[src/hw/rtl/ihex_pkg.sv]
// Package for the Intel HEX record parser: line phases, status and
// result codes, the result item type and character classification helpers.
// No dependencies.
`timescale 1ns / 1ps
`default_nettype none

package ihex_pkg;

  // Line parsing phase
  typedef enum logic [2:0] {
    PH_WAIT = 3'd0,
    PH_HIGH = 3'd1,
    PH_LOW  = 3'd2,
    PH_TAIL = 3'd3,
    PH_ERR  = 3'd4
  } phase_e;

  // Record and file status codes
  localparam logic [2:0] ST_OK       = 3'd0;
  localparam logic [2:0] ST_FORMAT   = 3'd1;
  localparam logic [2:0] ST_CHECKSUM = 3'd2;
  localparam logic [2:0] ST_TYPE     = 3'd3;
  localparam logic [2:0] ST_NODATA   = 3'd4;

  // Result kinds
  localparam logic [1:0] RK_DATA   = 2'd0;
  localparam logic [1:0] RK_RECORD = 2'd1;
  localparam logic [1:0] RK_FILE   = 2'd2;

  // Input kinds
  localparam logic IK_CHAR = 1'b0;
  localparam logic IK_END  = 1'b1;

  // Record types
  localparam logic [7:0] RT_DATA  = 8'h00;
  localparam logic [7:0] RT_EOF   = 8'h01;
  localparam logic [7:0] RT_SSA   = 8'h03;
  localparam logic [7:0] RT_ESA   = 8'h02;
  localparam logic [7:0] RT_ELA   = 8'h04;
  localparam logic [7:0] RT_START = 8'h05;

  // Special characters
  localparam logic [7:0] CH_NEWLINE = 8'h0A;
  localparam logic [7:0] CH_COLON   = 8'h3A;

  // Index of the first data byte within a record
  localparam logic [8:0] POS_DATA = 9'd4;

  // Result queue
  localparam int unsigned QDEPTH = 4;
  localparam int unsigned QPTR_W = 2;
  localparam int unsigned QCNT_W = 3;

  // One result item
  typedef struct packed {
    logic        last;
    logic [31:0] entry_point;
    logic [7:0]  rec_type;
    logic [2:0]  status;
    logic [7:0]  data_value;
    logic [31:0] byte_address;
    logic [1:0]  result_kind;
  } result_t;

  // Returns {invalid, value}; invalid is set for a non-hex character
  function automatic logic [4:0] hex_digit(input logic [7:0] c);
    logic [4:0] r;
    r = 5'h10;
    if (c inside {[8'h30:8'h39]}) r = {1'b0, c[3:0]};
    else if (c inside {[8'h41:8'h46], [8'h61:8'h66]}) r = {1'b0, c[3:0] + 4'd9};
    return r;
  endfunction

  function automatic logic is_blank(input logic [7:0] c);
    return c inside {8'h09, 8'h0B, 8'h0C, 8'h0D, 8'h20, 8'h85, 8'hA0};
  endfunction

endpackage

`default_nettype wire

[src/hw/rtl/intel_hex_record_parser_top.sv]
// Intel HEX record parser: line decoder and a small result queue.
// Depends on ihex_pkg.
// Each result is written into the result queue when its input item is accepted.
// One character per cycle while s_axis_tready_o is high; an end-of-input item
// that closes an open line gives two results, which leave through a 4-entry queue.
// s_axis_tready_o is high while the queue has room for two results.
// Reset (rst_ni low, asynchronous) clears all state but the queue storage; the entry register reads 0.
`timescale 1ns / 1ps
`default_nettype none

module intel_hex_record_parser_top
  import ihex_pkg::*;
(
  input  wire logic        clk_i,
  input  wire logic        rst_ni,
  // configuration: default_entry
  input  wire logic        cfg_valid_i,
  output logic             cfg_ready_o,
  input  wire logic [31:0] cfg_data_i,
  // input items
  input  wire logic        s_axis_tvalid_i,
  output logic             s_axis_tready_o,
  input  wire logic [7:0]  s_axis_tdata_i,   // [7:0] char_code
  input  wire logic [0:0]  s_axis_tuser_i,   // [0] kind
  // result items
  output logic             m_axis_tvalid_o,
  input  wire logic        m_axis_tready_i,
  // [31:0] byte_address, [39:32] data_value, [42:40] status,
  // [50:43] rec_type, [82:51] entry_point, [87:83] zero
  output logic [87:0]      m_axis_tdata_o,
  output logic [1:0]       m_axis_tuser_o,   // [1:0] result_kind
  output logic             m_axis_tlast_o
);

  // Parser state
  phase_e      phase_q, phase_d;
  logic [8:0]  pos_q, pos_d;
  logic [3:0]  nibble_q, nibble_d;
  logic [7:0]  count_q, count_d;
  logic [15:0] offset_q, offset_d;
  logic [7:0]  rkind_q, rkind_d;
  logic [7:0]  sum_q, sum_d;
  logic [31:0] payload_q, payload_d;
  logic [31:0] base_q, base_d;
  logic [31:0] entry_q, entry_d;
  logic [31:0] dflt_q, dflt_d;
  logic [2:0]  lerr_q, lerr_d;
  logic        seen_data_q, seen_data_d;
  logic        failed_q, failed_d;

  // Result queue
  result_t             q_mem [QDEPTH];
  logic [QPTR_W-1:0]   wr_q, rd_q;
  logic [QCNT_W-1:0]   cnt_q;

  logic        s_acc, m_acc, is_end, is_nl;
  logic [7:0]  ch;
  logic [4:0]  hd;
  logic [7:0]  byte_val;
  logic [7:0]  sum_new;
  logic        line_open;
  logic [2:0]  line_st;
  logic        in_payload;
  logic [1:0]  n_res;
  result_t     res0, res1;

  assign cfg_ready_o     = 1'b1;
  assign s_axis_tready_o = (cnt_q <= QCNT_W'(2));
  assign s_acc           = s_axis_tvalid_i && s_axis_tready_o;
  assign m_acc           = m_axis_tvalid_o && m_axis_tready_i;
  assign is_end          = (s_axis_tuser_i[0] == IK_END);
  assign ch              = s_axis_tdata_i;
  assign is_nl           = (ch == CH_NEWLINE);
  assign hd              = hex_digit(ch);
  assign byte_val        = {nibble_q, hd[3:0]};
  assign sum_new         = sum_q + byte_val;
  assign line_open       = (phase_q != PH_WAIT);
  assign line_st         = (phase_q == PH_HIGH || phase_q == PH_LOW) ? ST_FORMAT : lerr_q;
  assign in_payload      = (pos_q >= POS_DATA) && (pos_q < ({1'b0, count_q} + POS_DATA));

  // Next state of the line decoder
  always_comb begin
    phase_d     = phase_q;
    pos_d       = pos_q;
    nibble_d    = nibble_q;
    count_d     = count_q;
    offset_d    = offset_q;
    rkind_d     = rkind_q;
    sum_d       = sum_q;
    payload_d   = payload_q;
    base_d      = base_q;
    entry_d     = entry_q;
    dflt_d      = dflt_q;
    lerr_d      = lerr_q;
    seen_data_d = seen_data_q;
    failed_d    = failed_q;
    if (s_acc) begin
      if (is_end) begin
        // close any open line, then start a fresh file
        phase_d     = PH_WAIT;
        base_d      = '0;
        entry_d     = dflt_q;
        seen_data_d = 1'b0;
        failed_d    = 1'b0;
      end else if (is_nl) begin
        if (line_open) begin
          phase_d = PH_WAIT;
          if (line_st != ST_OK) failed_d = 1'b1;
        end
      end else begin
        case (phase_q)
          PH_WAIT: begin
            if (!is_blank(ch)) begin
              pos_d     = '0;
              nibble_d  = '0;
              count_d   = '0;
              offset_d  = '0;
              rkind_d   = '0;
              sum_d     = '0;
              payload_d = '0;
              if (ch == CH_COLON) begin
                phase_d = PH_HIGH;
                lerr_d  = ST_OK;
              end else begin
                phase_d = PH_ERR;
                lerr_d  = ST_FORMAT;
              end
            end
          end
          PH_HIGH, PH_LOW: begin
            if (hd[4]) begin
              phase_d = PH_ERR;
              lerr_d  = ST_FORMAT;
            end else if (phase_q == PH_HIGH) begin
              nibble_d = hd[3:0];
              phase_d  = PH_LOW;
            end else begin
              // a full byte
              phase_d = PH_HIGH;
              sum_d   = sum_new;
              pos_d   = pos_q + 9'd1;
              if (pos_q == 9'd0) count_d = byte_val;
              else if (pos_q == 9'd1) offset_d = {byte_val, offset_q[7:0]};
              else if (pos_q == 9'd2) offset_d = {offset_q[15:8], byte_val};
              else if (pos_q == 9'd3) rkind_d = byte_val;
              else if (in_payload) payload_d = {payload_q[23:0], byte_val};
              else begin
                // checksum byte closes the record
                phase_d = PH_TAIL;
                if (sum_new != 8'd0) lerr_d = ST_CHECKSUM;
                else if (rkind_q == RT_DATA) seen_data_d = 1'b1;
                else if (rkind_q == RT_EOF || rkind_q == RT_SSA) lerr_d = lerr_q;
                else if (rkind_q == RT_ESA && count_q == 8'd2)
                  base_d = {12'd0, payload_q[15:0], 4'd0};
                else if (rkind_q == RT_ELA && count_q == 8'd2)
                  base_d = {payload_q[15:0], 16'd0};
                else if (rkind_q == RT_START && count_q == 8'd4)
                  entry_d = payload_q;
                else lerr_d = ST_TYPE;
              end
            end
          end
          default: begin
            phase_d = phase_q;
          end
        endcase
      end
    end
    // register write also loads the live entry address
    if (cfg_valid_i && cfg_ready_o) begin
      dflt_d  = cfg_data_i;
      entry_d = cfg_data_i;
    end
  end

  // Results caused by the current input item
  always_comb begin
    logic   fail_now;
    logic [2:0] file_st;
    result_t rec_r, file_r, data_r;
    fail_now = failed_q || (line_open && line_st != ST_OK);
    if (fail_now) file_st = ST_FORMAT;
    else if (!seen_data_q) file_st = ST_NODATA;
    else file_st = ST_OK;

    data_r              = '0;
    data_r.result_kind  = RK_DATA;
    data_r.byte_address = base_q + {16'd0, offset_q} + {23'd0, pos_q - POS_DATA};
    data_r.data_value   = byte_val;
    data_r.entry_point  = entry_q;
    data_r.last         = 1'b1;

    rec_r              = '0;
    rec_r.result_kind  = RK_RECORD;
    rec_r.status       = line_st;
    rec_r.rec_type     = rkind_q;
    rec_r.entry_point  = entry_q;

    file_r             = '0;
    file_r.result_kind = RK_FILE;
    file_r.status      = file_st;
    file_r.entry_point = entry_q;
    file_r.last        = 1'b1;

    n_res = 2'd0;
    res0  = data_r;
    res1  = file_r;
    if (is_end) begin
      if (line_open) begin
        n_res = 2'd2;
        res0  = rec_r;
      end else begin
        n_res = 2'd1;
        res0  = file_r;
      end
    end else if (is_nl) begin
      if (line_open) begin
        n_res     = 2'd1;
        res0      = rec_r;
        res0.last = 1'b1;
      end
    end else if (phase_q == PH_LOW && !hd[4] && in_payload && rkind_q == RT_DATA) begin
      n_res = 2'd1;
    end
  end

  // State registers
  always_ff @(posedge clk_i or negedge rst_ni) begin
    if (!rst_ni) begin
      phase_q     <= PH_WAIT;
      pos_q       <= '0;
      nibble_q    <= '0;
      count_q     <= '0;
      offset_q    <= '0;
      rkind_q     <= '0;
      sum_q       <= '0;
      payload_q   <= '0;
      base_q      <= '0;
      entry_q     <= '0;
      dflt_q      <= '0;
      lerr_q      <= ST_OK;
      seen_data_q <= 1'b0;
      failed_q    <= 1'b0;
    end else begin
      phase_q     <= phase_d;
      pos_q       <= pos_d;
      nibble_q    <= nibble_d;
      count_q     <= count_d;
      offset_q    <= offset_d;
      rkind_q     <= rkind_d;
      sum_q       <= sum_d;
      payload_q   <= payload_d;
      base_q      <= base_d;
      entry_q     <= entry_d;
      dflt_q      <= dflt_d;
      lerr_q      <= lerr_d;
      seen_data_q <= seen_data_d;
      failed_q    <= failed_d;
    end
  end

  // Result queue pointers and fill count
  always_ff @(posedge clk_i or negedge rst_ni) begin
    if (!rst_ni) begin
      wr_q  <= '0;
      rd_q  <= '0;
      cnt_q <= '0;
    end else begin
      if (s_acc) wr_q <= wr_q + QPTR_W'(n_res);
      if (m_acc) rd_q <= rd_q + QPTR_W'(1);
      cnt_q <= cnt_q + (s_acc ? QCNT_W'(n_res) : QCNT_W'(0)) - QCNT_W'(m_acc);
    end
  end

  // Result queue storage
  always_ff @(posedge clk_i) begin
    if (s_acc && n_res != 2'd0) q_mem[wr_q] <= res0;
    if (s_acc && n_res == 2'd2) q_mem[wr_q + QPTR_W'(1)] <= res1;
  end

  // Output side
  always_comb begin
    result_t h;
    h               = q_mem[rd_q];
    m_axis_tvalid_o = (cnt_q != '0);
    m_axis_tdata_o  = {5'd0, h.entry_point, h.rec_type, h.status, h.data_value,
                       h.byte_address};
    m_axis_tuser_o  = h.result_kind;
    m_axis_tlast_o  = h.last;
  end

  // Checks
  a_cnt_bound: assert property (@(posedge clk_i) disable iff (!rst_ni)
    cnt_q <= QCNT_W'(QDEPTH))
    else $error("result queue overflow");

  a_end_gives_result: assert property (@(posedge clk_i) disable iff (!rst_ni)
    s_acc && is_end |=> m_axis_tvalid_o)
    else $error("end of input without result");

  a_file_is_last: assert property (@(posedge clk_i) disable iff (!rst_ni)
    m_axis_tvalid_o && m_axis_tuser_o == RK_FILE |-> m_axis_tlast_o)
    else $error("file result not marked last");

  a_newline_closes: assert property (@(posedge clk_i) disable iff (!rst_ni)
    s_acc && !is_end && is_nl |=> phase_q == PH_WAIT)
    else $error("newline left line open");

  a_end_clears_flags: assert property (@(posedge clk_i) disable iff (!rst_ni)
    s_acc && is_end |=> !failed_q && !seen_data_q && base_q == 32'd0)
    else $error("file state not cleared at end of input");

endmodule

`default_nettype wire

[config.mk]
export PLATFORM = sky130hd
export DESIGN_NAME = intel_hex_record_parser_top
export DESIGN_NICKNAME = d
export VERILOG_FILES = /design/src/hw/rtl/ihex_pkg.sv /design/src/hw/rtl/intel_hex_record_parser_top.sv
export SDC_FILE = /design/constraint.sdc
export NUM_CORES = 1
export LEC_CHECK = 0
export ABC_AREA = 1
export BUFFER_PORTS_ARGS = -buffer_cell sky130_fd_sc_hd__buf_2
export CAP_MARGIN = 0
export CORE_MARGIN = 5
export CORE_UTILIZATION = 45
export DETAILED_ROUTE_END_ITERATION = 16
export PLACE_DENSITY_LB_ADDON = 0.3
export SYNTH_ARGS = -nofsm -noshare
export SYNTH_HDL_FRONTEND = slang
export SYNTH_SLANG_ARGS = --single-unit
[constraint.sdc]
create_clock -name clk_i -period 4.2 [get_ports clk_i]
set_clock_uncertainty 0.05 [all_clocks]
set_input_delay 1.05 -clock clk_i [delete_from_list [all_inputs] [get_ports clk_i]]
set_output_delay 1.05 -clock clk_i [all_outputs]
set_load 0.02 [all_outputs]
### Word-level counts from Yosys, hierarchy flattened

Memories as Yosys holds them, arrays and structs flattened.
Cells that the tools add are included.

* bits in writable memories: 344
* output and inout bits: 94
* latch bits: 0
* ROM bits: 0
* word-level logic and storage cells: 304
* register bits after elaboration: 196
* input port bits: 46
* memories kept: 1

Memory list
* q_mem: words 4, width 86, rd ports 1, clocked after Yosys merged registers in 0, write ports 2, RTL line intel_hex_record_parser_top.sv:52 `result_t q_mem [QDEPTH];`

* mux-type cells: 136
* multiply operators: 0
* div/mod/pow operators: 0
* bitwise operators: 2
* reductions and logical operators: 54
* equality and inequality tests: 72
* add/subtract/negate cells: 12
* shift operators: 0
* $lt $le $gt $ge: 9

Operators with widths (number)
* 2-to-1 mux 32 bit: 41
* 2-to-1 mux 86 bit: 2
* 2-to-1 mux 53 bit: 2
* 2-to-1 mux 8 bit: 13
* 2-to-1 mux 16 bit: 5
* 2-to-1 mux 3 bit: 23
* one-hot mux 32 bit (2 select lines): 1
* != test 3 bit, second input constant: 19
* != test 2 bit, second input constant: 24
* one-hot mux 8 bit (2 select lines): 3
* equality test 8 x 4 -> 1 bit, second input constant: 5
* adder 32 x 16 -> 32 bit: 1
* adder 32 x 9 -> 32 bit: 1
* one-hot mux 16 bit (2 select lines): 1
* AND reduction 16 bit: 2
* 2-to-1 mux 9 bit: 3
* equality test 8 x 2 -> 1 bit, second input constant: 3
* equality test 8 x 3 -> 1 bit, second input constant: 3
* != test 4 bit, second input constant: 6
* AND reduction 12 bit: 2
* 2-to-1 mux 1 bit: 23
* 2-to-1 mux 2 bit: 10
* equality test 9 x 2 -> 1 bit, second input constant: 2
* one-hot mux 9 bit (2 select lines): 1
* 48 further kinds: 89

### Depth between registers and ports, before layout

Gate-level depths: netlist of the first run.

* word-level depth: 20
* gate-level depth with buffers: 25
* gate-level depth less buffers: 24

### Worst setup path before layout of the first run

OpenSTA, ideal clock, no wires.

* path kind: input to register
* start: input s_axis_tdata_i[1]
* end: register entry_q[10]
* arrival time: 3.619 ns
* setup slack: 0.414 ns
* setup time: 0.117 ns
* stages: 21
* required time: 4.033 ns
* path buffers: 1
* path through: inv_1 ha_1 inv_1 nand3_1 nand4_1 nand2_2 inv_2 nor2_1 ha_1 inv_1 fa_1 nand2_1 nor2_1 nand3_1 nor2_1 nand3_1 nor2_1 nand2_4 buf_2 nand4_1 nand2_1

* longest elaborated chain between the ends: 9

Ends and longest elaborated chain
* from (decl): RTL line intel_hex_record_parser_top.sv:23 `input wire logic [7:0] s_axis_tdata_i,`
* >= comparator 8 x 7 -> 1 bit / less-or-equal comparator 8 x 7 -> 1 bit (equally long branches): RTL line ihex_pkg.sv:70 `else if (c inside {[8'h41:8'h46], [8'h61:8'h66]}) r = {1'b0, c[3:0] + 4'd9};`
* logical AND 1 bit: RTL line ihex_pkg.sv:70
* nonzero test 2 bit: RTL line ihex_pkg.sv:70
* 2-to-1 mux 5 bit: RTL line ihex_pkg.sv:70
* 2-to-1 mux 5 bit: RTL line ihex_pkg.sv:69 `if (c inside {[8'h30:8'h39]}) r = {1'b0, c[3:0]};`
* adder 8 bit: RTL line intel_hex_record_parser_top.sv:76 `assign sum_new = sum_q + byte_val;`
* nonzero test 8 bit: RTL line intel_hex_record_parser_top.sv:150 `if (sum_new != 8'd0) lerr_d = ST_CHECKSUM;`
* != test 3 bit (no line)
* AND reduction 16 bit (no line) (*)
* to (signal assigned): RTL line intel_hex_record_parser_top.sv:254 `entry_q <= entry_d;`
* to (decl): RTL line intel_hex_record_parser_top.sv:45 `logic [31:0] entry_q, entry_d;`

Mark *: on every way between the ends. The rest lies on a longest branch, timed or not.
A chain may end at the register's enable or synchronous reset.

### Worst setup path in the final report of the first run

* start: register rd_q[1]
* end: output m_axis_tlast_o

* longest elaborated chain between the ends: 1

Ends and longest elaborated chain
* from (decl): RTL line intel_hex_record_parser_top.sv:53 `logic [QPTR_W-1:0] wr_q, rd_q;`
* from (signal assigned): RTL line intel_hex_record_parser_top.sv:270 `if (m_acc) rd_q <= rd_q + QPTR_W'(1);`
* memory read (4 x 86 bit)
* to (decl): RTL line intel_hex_record_parser_top.sv:32 `output logic m_axis_tlast_o`

No other way between the ends.

==> impl_results.md, run 1 <==
* DRT Pass-1 Iters at 6
* Height of the die at 253.1 um
* CP endpoint kind: output pin
* Synth cell types at 51
* Via count at around 23000
* Worst Tran Pin Value at around 1 ns
* Port Buf Inserts at about 130
* Post-synth EDFFs at 136
* DP Wirelength at 51.11 mm
* Average wire per standard cell at 18.22 um
* Setup violators final at 0
* VDD IR max at roughly 0.53 mV
* Unrepaired setup endpoints after global routing: no
* Cell area after synthesis at 26600 um2
* Slowest-stage cell, CP: buf_4
* Share of layout cells above drive strength 1 at 10.48%
* Startpoint types: flop
* Leakage at 13.40 nW
* Outcome: finished clean
* CTS Hold Bufs at 0
* Hold Fails Final Rpt at 0
* Post-CTS setup buffers at 0
* Max-slew violation count at 0
* Worst-Skew Late Latency at 0.61 ns
* Post-route ant nets at 0
* Slew headroom at 32.82%
* Layout net count at 3573
* Deepest clock path buffer count at 3
* Die area at 64070 um2
* Diode count at 0
* CTS tree: yes
* Fin crit share at 90.02%
* Routed vias/inst at 5.459
* Pwr/cell area at between 600 and 700 nW/um2
* Tot GR Track Use at 23.74%
* Iter 0 DRT Violations at between 2000 and 2500
* Site Rows at between 80 and 90
* Flop-to-flop setup slack at 0.45 ns
* Synthesized area per cell at 7.826 um2
* Min-delay worst type: in -> async
* Area grow syn2layout at 11.89%
* Drt drc at 0
* Crit-path max FO at 77
* Crit-path max cell delay at 0.71 ns
* Top_reg_cell synth: dfxtp_1
* Final core occ at 50.62%
* Register bit total from synthesis at about 540
* Synth Warn # at 0
* Arrival time at the worst endpoint at 2.68 ns
* Clk pin slew, worst setup/hold paths at 0.06 ns
* GP Congestion at between 0.9 and 1
* Placed cell count at ~4200
* Vias in the first global route at ~22000
* Initial antenna violation count at 0
* Starting Density at between 40% and 50%
* Final TNS setup at 0 ns
* Cell count after synthesis at 3399
* Horiz. Die Dim at 253.1 um
* FFs w/ async S/R, synth at 35.70%
* CTS Buf Count at 55
* Largest net degree at the start of global routing at 166
* Setup WS post-layout at 0.4193 ns
* Global-route wire length before repair at 123.4 mm
* Grt ovf at 0
* H-Tree Depth at 2
* I/O pin count at 140
* CORE AREA at 58800 um2
* Clock Sinks at 535
* CP required at 3.10 ns
* Kind of critical path: reg -> out
* Crit-path cells: buf_4 > o21ai_0 > o22ai_1 > buf_2
* DP Worst Slack at -0.1433 ns
* Max-cap violations at 0
* Final min period at ~3.8 ns
* Final std cells w/o fill at 4276
* Gates resized, CTS repair at 0
* Clk Tree Root Cell: clkbuf_16
* Final wirelength at between 70 and 80 mm
* Seq/Total Area, Yosys at 48.98%
* FMAX at between 200 and 300 MHz
[layer usage]
| metal | vias to the layer above | routed length, um | global-route usage (%) |
|---|---|---|---|
| met5 | - | 0 | 0 |
| met4 | 0 | 1838 | 5.738 |
| met3 | 117 | 5540 | 2.712 |
| met2 | 778 | 34950 | 37.05 |
| met1 | 11064 | 35570 | 35.61 |
| li1 | 11382 | - | - |
[report_power, final]
group | leakage (nW) | switching, mW | internal (mW)
Clock | 0.956 | 2.10 | 3.07
Combinational | 7.03 | 4.67 | 1.90
Sequential | 5.41 | 0.357 | 5.95
Total | 13.4 | 7.12 | 10.9
[worst paths after layout]
kind	startpoint	endpoint	cells past startpoint
min in group clk_i	q_mem[1][1]	q_mem[1][1]	2
max in group asynchronous	rst_ni	dflt_q[31]	2
max	rd_q[1]	m_axis_tlast_o	4
min reg2reg	q_mem[1][1]	q_mem[1][1]	2
max reg2reg	pos_q[3]	q_mem[2][31]	18
min	rst_ni	sum_q[2]	1
[cell type report]
cell class | instances | area, um2
well taps | 773 | 967.2
multi-input cells | 2417 | 11660
clock buffers | 85 | 1680
clock inverters | 18 | 241.5
inverters | 252 | 953.4
repair buffers | 196 | 1222
flip-flops and latches | 535 | 13030
fillers | 5714 | 29040
[placed cells by master (no fill, tap or decap), types with 6 or more instances in the layout]
cell	instances
nor2_1	474
conb_1	6
dfxtp_1	208
inv_1	223
clkbuf_16	57
buf_4	57
o21ai_1	39
o22ai_1	83
nand4_1	85
fa_1	8
dfrtp_1	189
ha_1	62
buf_2	132
nand2_1	831
clkinv_2	8
clkbuf_1	10
o21ai_0	363
nor3_1	15
inv_2	25
clkbuf_8	14
buf_12	6
nand2_2	16
xor2_1	17
edfxtp_1	136
nand3_1	263
nand3_4	6
a21oi_1	80
o221ai_1	17
[critical path, delay by kind of cell, from the launching register on]
kind,cells,cell delay [ns]
AOI/OAI and AO/OA,2,0.64
buffers and inverters,2,0.96
DFF,1,0.37
[flip-flops by register name, summed over array words and instances (netlist names), 2 cells and up]
| name | count |
|---|---|
| q_mem | 344 |
| dflt_q | 32 |
| entry_q | 32 |
| payload_q | 32 |
| base_q | 28 |
| offset_q | 16 |
| pos_q | 9 |
| count_q | 8 |
| rkind_q | 8 |
| sum_q | 8 |
| nibble_q | 4 |
| cnt_q | 3 |
| phase_q | 3 |
| lerr_q | 2 |
| rd_q | 2 |
| wr_q | 2 |
[stage by stage]
step / hold slack [ns] / power (mW) / cell area [um2]
final: 0.3498 / 18.04 / 29760
after detailed placement: 0.3844 / 12.92 / 27840
after CTS: 0.3482 / 18.07 / 29760
after global placement: 0.3854 / 12.88 / 27840
after floorplan: 0.3708 / 10.68 / 26610
after global routing: 0.3709 / 18.99 / 29760
[synth_stat cells (all sizes together), types with 8 or more instances]
cell type	number	area share [%]
dfxtp	208	16
nand4	85	2.0
dfrtp	191	18
nand2	850	12
fa	8	0.60
nor2	484	7.0
xor2	17	0.56
clkbuf	105	1.5
nand3	273	5.5
inv	250	3.5
a21oi	82	1.6
edfxtp	136	15
nor3	17	0.38
o21ai	402	7.6
o22ai	83	2.0
o221ai	17	0.56
ha	62	2.9
buf	94	2.2
[logic make-up after synthesis]
group	Yosys count	synth area share (%)
adders and majority gates	70	3.518
DFF	535	48.98
buffers and inverters	451	7.277
and+or+nand+nor	1721	27.41
other	2	0.02823
xor gates and xnor gates	22	0.7244
AOI/OAI and AO/OA	598	12.06
(Power assumes the default switching activity.)
==> run 2, diff against run 1 <==
==> constraint.sdc (replaced) <==
create_clock -name clk_i -period 3.6 [get_ports clk_i]
set_clock_uncertainty 0.05 [all_clocks]
set_input_delay 0.9 -clock clk_i [delete_from_list [all_inputs] [get_ports clk_i]]
set_output_delay 0.9 -clock clk_i [all_outputs]
set_load 0.02 [all_outputs]
==> impl_results.md, run 2 (synthesized netlist as in run 1, its figures left out) <==
* CP endpoint kind: output pin
* Global-route wire length before repair at 122.8 mm (-0.50%)
* Largest Register: q_mem
* Tot GR Track Use at 23.62% (-0.12 points)
* Hold Fails Final Rpt at 0 (unchanged)
* Deepest clock path buffer count at 3 (unchanged)
* Worst-Skew Late Latency at 0.62 ns (about the same)
* GP Congestion at 0.9298 (+2.7%)
* Flop-to-flop setup slack at 0.15 ns (-0.30 ns)
* Leakage at 13.79 nW (+2.9%)
* DP Wirelength at 51.41 mm (+0.59%)
* CTS Buf Count at 54 (-1.8%)
* Via count at 23656 (+1.3%)
* Die area at 64070 um2 (unchanged)
* Slew headroom at 51.67% (+19 points)
* DRT Pass-1 Iters at 5 (-1)
* Number of flip-flops in the largest register at 344 (unchanged)
* Fillers at 5550 (-2.9%)
* Drt drc at 0 (unchanged)
* Setup WS post-layout at 0.08287 ns (-0.3365 ns)
* Area grow syn2layout at 14.98%
* Iter 0 DRT Violations at 2395 (+0.46%)
* Clk pin slew, worst setup/hold paths at 0.06 ns (about the same)
* Grt ovf at 0 (unchanged)
* Initial antenna violation count at 2 (+2)
* Setup violators final at 0 (unchanged)
* Startpoint types: flop
* Final wirelength at 77.66 mm (-0.29%)
* CORE AREA at 58800 um2 (unchanged)
* Max-slew violation count at 0 (unchanged)
* CTS tree: yes
* Port Buf Inserts at 133 (unchanged)
* Min-delay worst type: in -> async
* Worst Tran Pin Value at 0.7185 ns (-0.2830 ns)
* Site Rows at 89 (unchanged)
* Fin crit share at 97.70%
* Height of the die at 253.1 um (unchanged)
* CP required at 2.65 ns (-0.45 ns)
* Post-route ant nets at 0 (unchanged)
* Outcome: finished clean
* Crit-path max FO at 143 (+86%)
* Design Power at 20.99 mW (+16%)
* Clock Sinks at 535 (unchanged)
* Average wire per standard cell at 17.87 um (-1.9%)
* Largest net degree at the start of global routing at 144 (-13%)
* Arrival time at the worst endpoint at 2.57 ns (-0.11 ns)
* DP Worst Slack at -0.4484 ns (-0.3051 ns)
* Layout net count at 3642 (+1.9%)
* Starting Density at 45.24% (unchanged)
* Worst r2r path cells at 19 (+1)
* Most frequent cells in the layout: nand2_1, nor2_1, o21ai_0
* Clk Tree Root Cell: clkbuf_16
* Kind of critical path: reg -> out
* Max-cap violations at 0 (unchanged)
* Routed vias/inst at 5.444 (-0.26%)
* FMAX at 284.3 MHz
* VDD IR max at 0.6040 mV (+14%)
* Vias in the first global route at 22040 (+2.3%)
* H-Tree Depth at 2 (unchanged)
* CTS Hold Bufs at 0 (unchanged)
* Horiz. Die Dim at 253.1 um (unchanged)
* Unrepaired setup endpoints after global routing: yes
* Most common cell after layout, fill and taps aside: nand2_1
* RR Startpoint: count_q[3]
* Worst R2R End: cnt_q[2]
* I/O pin count at 140 (unchanged)
* Pwr/cell area at 686.5 nW/um2 (+13%)
* Final min period at 3.517 ns
* Share of layout cells above drive strength 1 at 12.88% (+2.4 points)
-- run 2: critical path, cell delays in order (launching register included) --
cell	delay (ns)
dfrtp_4	0.63
buf_16	0.46
o21ai_0	0.15
o22ai_1	0.36
buf_2	0.25
-- run 2: report_power, final --
part | total (mW) | switching (mW) | internal (mW) | leakage, nW
clock | 5.78 | 2.43 | 3.35 | 0.887
sequential | 7.39 | 0.453 | 6.94 | 5.41
combinational | 7.82 | 5.43 | 2.39 | 7.50
total | 21.0 | 8.32 | 12.7 | 13.8
-- run 2: worst max-delay path by stage --
stage	to	cells past startpoint	slack [ns]	startpoint
2_1_floorplan	entry_q[10]	21	0.007	s_axis_tdata_i[1]
3_3_place_gp	entry_q[11]	24	-0.32	s_axis_tdata_i[1]
3_5_place_dp	entry_q[19]	23	-0.45	s_axis_tdata_i[1]
4_1_cts	cnt_q[2]	19	0.03	count_q[2]
5_1_grt	cnt_q[2]	19	-0.05	count_q[3]
6_report	m_axis_tlast_o	4	0.08	rd_q[0]
-- run 2: per-layer routing --
| metal | part of all wire, % | vias to the layer above | track usage, % |
|---|---|---|---|
| li1 | - | 11517 | - |
| met5 | 0 | - | 0 |
| met3 | 6.8 | 139 | 3.235 |
| met2 | 45 | 799 | 36.91 |
| met1 | 46 | 11201 | 34.59 |
| met4 | 2.9 | 0 | 6.741 |
-- run 2: what timing repair did --
item                                    CTS  global route
setup buffers                             0             5
endpoints found under the setup margin    0           157
gates resized for setup                   0            45
hold endpoints to repair                  0             0
-- run 2: final cells by class --
type                       count  area (um2)  area share, %
timing repair buffer         266        1998          6.534
antenna                        1       2.502       0.008182
inverter                     252       955.9          3.126
sequential                   535       13030          42.62
clock buffer                  84        1607          5.253
clock inverter                17       209.0         0.6832
multi-input combinational   2417       11810          38.62
tap                          773       967.2          3.162
-- run 2: through the flow --
stage / utilization (%) / area [um2] / TNS, ns / hold WS, ns / std cells
final: 52.02 / 30580 / 0 / 0.2423 / 4345
after global routing: 52.02 / 30580 / -0.9595 / 0.3065 / 4345
after CTS: 51.57 / 30320 / 0 / 0.2948 / 4336
after detailed placement: 48.48 / 28500 / -27.05 / 0.3859 / 4235
after global placement: 48.48 / 28500 / -19.54 / 0.3872 / 4235
after floorplan: - / 26620 / 0 / 0.3708 / 3403
==> run 3, diff against run 2 <==
--- a/config.mk
+++ b/config.mk
@@ -5,7 +5,6 @@
 export SDC_FILE = /design/constraint.sdc
 export NUM_CORES = 1
 export LEC_CHECK = 0
-export ABC_AREA = 1
 export BUFFER_PORTS_ARGS = -buffer_cell sky130_fd_sc_hd__buf_2
 export CAP_MARGIN = 0
 export CORE_MARGIN = 5
==> impl_results.md, run 3 <==
* Outcome: finished with violations
* Failing checks: negative setup slack
* Initial antenna violation count at 0 (-2)
* GP Congestion at 0.9176 (-1.3%)
* Post-route ant nets at 0 (unchanged)
* Tot GR Track Use at 23.98% (+0.36 points)
* Seq/Total Area, Yosys at 52.30% (+3.3 points)
* Slowest-stage cell, CP: o32a_4
* Setup crit start: s_axis_tdata_i[1]
* CP endpoint kind: flop
* Starting Density at 45.31% (+0.066 points)
* Cell area after synthesis at 24910 um2 (-6.3%)
* Post-synth EDFFs at 136 (unchanged)
* Kind of critical path: in -> reg
* Global-route wire length before repair at 114.0 mm (-7.2%)
* Area share of the largest cell type after synthesis at 19.19% (+1.2 points)
* Arrival time at the worst endpoint at 4.26 ns (+1.69 ns)
* Layout net count at 2659 (-27%)
* FMAX at 265.3 MHz (-6.7%)
* Final min period at 3.769 ns (+0.2518 ns)
* Deepest clock path buffer count at 3 (unchanged)
* CTS Buf Count at 55 (+1.9%)
* Slew headroom at 44.88% (-6.8 points)
* Design Power at 17.60 mW (-16%)
* Hold Fails Final Rpt at 0 (unchanged)
* Average wire per standard cell at 22.30 um (+25%)
* Setup violators final at 61 (+61)
* Largest Register: q_mem
* Startpoint types: input pin
* Dominant cells by area after synthesis: dfrtp_1, dfxtp_1, edfxtp_1, mux4_2, o21ai_0
* Diode count at 0 (-1)
* Number of flip-flops in the largest register at 344 (unchanged)
* Synth cell count leaders: o21ai_0, dfxtp_1, dfrtp_1
* Pwr/cell area at 572.9 nW/um2 (-17%)
* CTS Hold Bufs at 0 (unchanged)
* Most frequent cells in the layout: o21ai_0, dfxtp_1, dfrtp_1
* Cell mode on critical path: buf_4
* Via count at 19591 (-17%)
* Sequential cell area at 13040 um2 (about the same)
* Clk pin slew, worst setup/hold paths at 0.06 ns (about the same)
* Top-count cell post-synth: o21ai_0
* Site Rows at 86 (-3.4%)
* Grt ovf at 0 (unchanged)
* Port Buf Inserts at 133 (unchanged)
* Horiz. Die Dim at 245.3 um (-3.1%)
* VDD IR max at 0.4084 mV (-32%)
* H-Tree Depth at 2 (unchanged)
* Largest area contributor in the synthesized netlist: dfrtp_1
* Fin crit share at 104.7% (+7.0 points)
* DRT Pass-1 Iters at 7 (+2)
* Leakage at 12.35 nW (-10%)
* Multi-input logic area at 11620 um2 (-1.6%)
* Final std cells w/o fill at 3335 (-23%)
* Register bit total from synthesis at 535 (unchanged)
* Clk Tree Root Cell: clkbuf_16
* RR Startpoint: count_q[3]
* Synthesized area per cell at 10.83 um2 (+38%)
* Crit-path cells: buf_8 > inv_8 > ha_4 > o21bai_4 > a2111oi_4 > buf_4 > a22oi_2 > buf_4 > fa_2 > nand2b_4 > a21o_1 > a211oi_2 > and2_4 > nand3_4 > o32a_4 > clkbuf_16 > o221ai_4
* Area grow syn2layout at 23.30%
* Crit-path max cell delay at 0.47 ns (-0.16 ns)
* Max-cap violations at 0 (unchanged)
* FFs w/ async S/R, synth at 35.70% (unchanged)
* Top_reg_cell synth: dfxtp_1
* DP Wirelength at 50.28 mm (-2.2%)
* I/O pin count at 140 (unchanged)
* Hold WS at 0.2783 ns (+0.03596 ns)
* Iter 0 DRT Violations at 1703 (-29%)
* Unrepaired setup endpoints after global routing: yes
* Routed vias/inst at 5.874 (+7.9%)
* Drt drc at 0 (unchanged)
* Max-slew violation count at 0 (unchanged)
* Share of layout cells above drive strength 1 at 27.14% (+14 points)
* Most common cell after layout, fill and taps aside: o21ai_0
* Clock Sinks at 535 (unchanged)
* Height of the die at 245.3 um (-3.1%)
* Worst Tran Pin Value at 0.8255 ns (+0.1070 ns)
* Worst-Skew Late Latency at 0.62 ns (about the same)
* Crit-path max FO at 8 (-94%)
* Synth Warn # at 0 (unchanged)
* Fillers at 4569 (-18%)
* Placed cell count at 3200 (-24%)
* Die area at 60160 um2 (-6.1%)
* Synth cell types at 81 (+59%)
* Setup WS post-layout at -0.1689 ns (-0.2518 ns)
* Largest net degree at the start of global routing at 81 (-44%)
* Min-delay worst type: in -> async
* Vias in the first global route at 19634 (-11%)
* CTS tree: yes
* CP required at 4.09 ns (+1.44 ns)
* Cell count after synthesis at 2300 (-32%)
* Final wirelength at 74.36 mm (-4.3%)
* CORE AREA at 54990 um2 (-6.5%)
[run 3: critical path, delay by kind of cell]
| kind | cells | cell delay, ns |
|---|---|---|
| buf+inv | 5 | 0.76 |
| fa+ha+maj | 2 | 0.51 |
| simple gates | 3 | 0.51 |
| compound gates | 7 | 1.57 |
[run 3: cells by family (layout without fill, tap and decap cells)]
family / Yosys count / in the layout / share of synthesized area (%)
AO/OA/AOI/OAI: 589 / 589 / 15.76
XOR/XNOR: 46 / 46 / 1.617
adder cells (fa/ha/maj): 70 / 70 / 3.757
buffers and inverters: 302 / 585 / 4.947
flip-flops: 535 / 535 / 52.30
multiplexers: 130 / 130 / 9.603
other: 2 / 6 / 0.03015
AND/OR/NAND/NOR: 626 / 626 / 11.99
[run 3: timing repair]
action,4_1_cts,5_1_grt
endpoints found under the hold margin,0,0
setup endpoints to repair,115,138
resized for setup,68,103
cloned,4,1
setup buffers,13,18
pin swaps,23,77
[run 3: stage by stage]
| step | setup TNS [ns] | utilization [%] | instance area [um2] | worst slack [ns] |
|---|---|---|---|---|
| after global placement | -87.12 | 50.46 | 27740 | -0.7428 |
| after detailed placement | -106.40 | 50.46 | 27740 | -0.9011 |
| after CTS | -2.903 | 54.68 | 30060 | -0.1163 |
| final | -7.194 | 55.86 | 30720 | -0.1689 |
| after floorplan | -35.88 | - | 25200 | -0.5863 |
| after global routing | -16.99 | 55.86 | 30720 | -0.3081 |
[run 3: cell type report]
type	instances	share of cell area, %
clock buffers	79	5.206
clock inverters	22	0.8025
inverters	136	1.731
multi-input cells	1467	37.84
flip-flops and latches	535	42.45
well taps	748	3.047
repair buffers	348	8.925
[run 3: where the power goes]
| part | internal, mW | total [mW] | switching [mW] |
|---|---|---|---|
| registers | 6.80 | 7.18 | 0.388 |
| clock network | 3.39 | 5.83 | 2.45 |
| logic | 1.87 | 4.58 | 2.71 |
| total | 12.0 | 17.6 | 5.55 |
[run 3: worst paths after layout]
| kind | endpoint | slack (ns) | cells past startpoint |
|---|---|---|---|
| hold / removal | sum_q[3] | 0.28 | 1 |
| max in group asynchronous | base_q[9] | 2.37 | 2 |
| setup reg to reg | cnt_q[2] | -0.04 | 17 |
| min in group clk_i | q_mem[1][33] | 0.41 | 1 |
| hold reg to reg | q_mem[1][33] | 0.41 | 1 |
| setup / recovery | entry_q[8] | -0.17 | 17 |
[run 3: routing by layer]
metal / track usage [%] / share of wire, % / vias to the layer above
li1: - / - / 8907
met1: 31.53 / 40 / 9867
met2: 40.38 / 50 / 687
met3: 4.628 / 6.7 / 130
met4: 7.574 / 3.0 / 0
met5: 0 / 0 / -
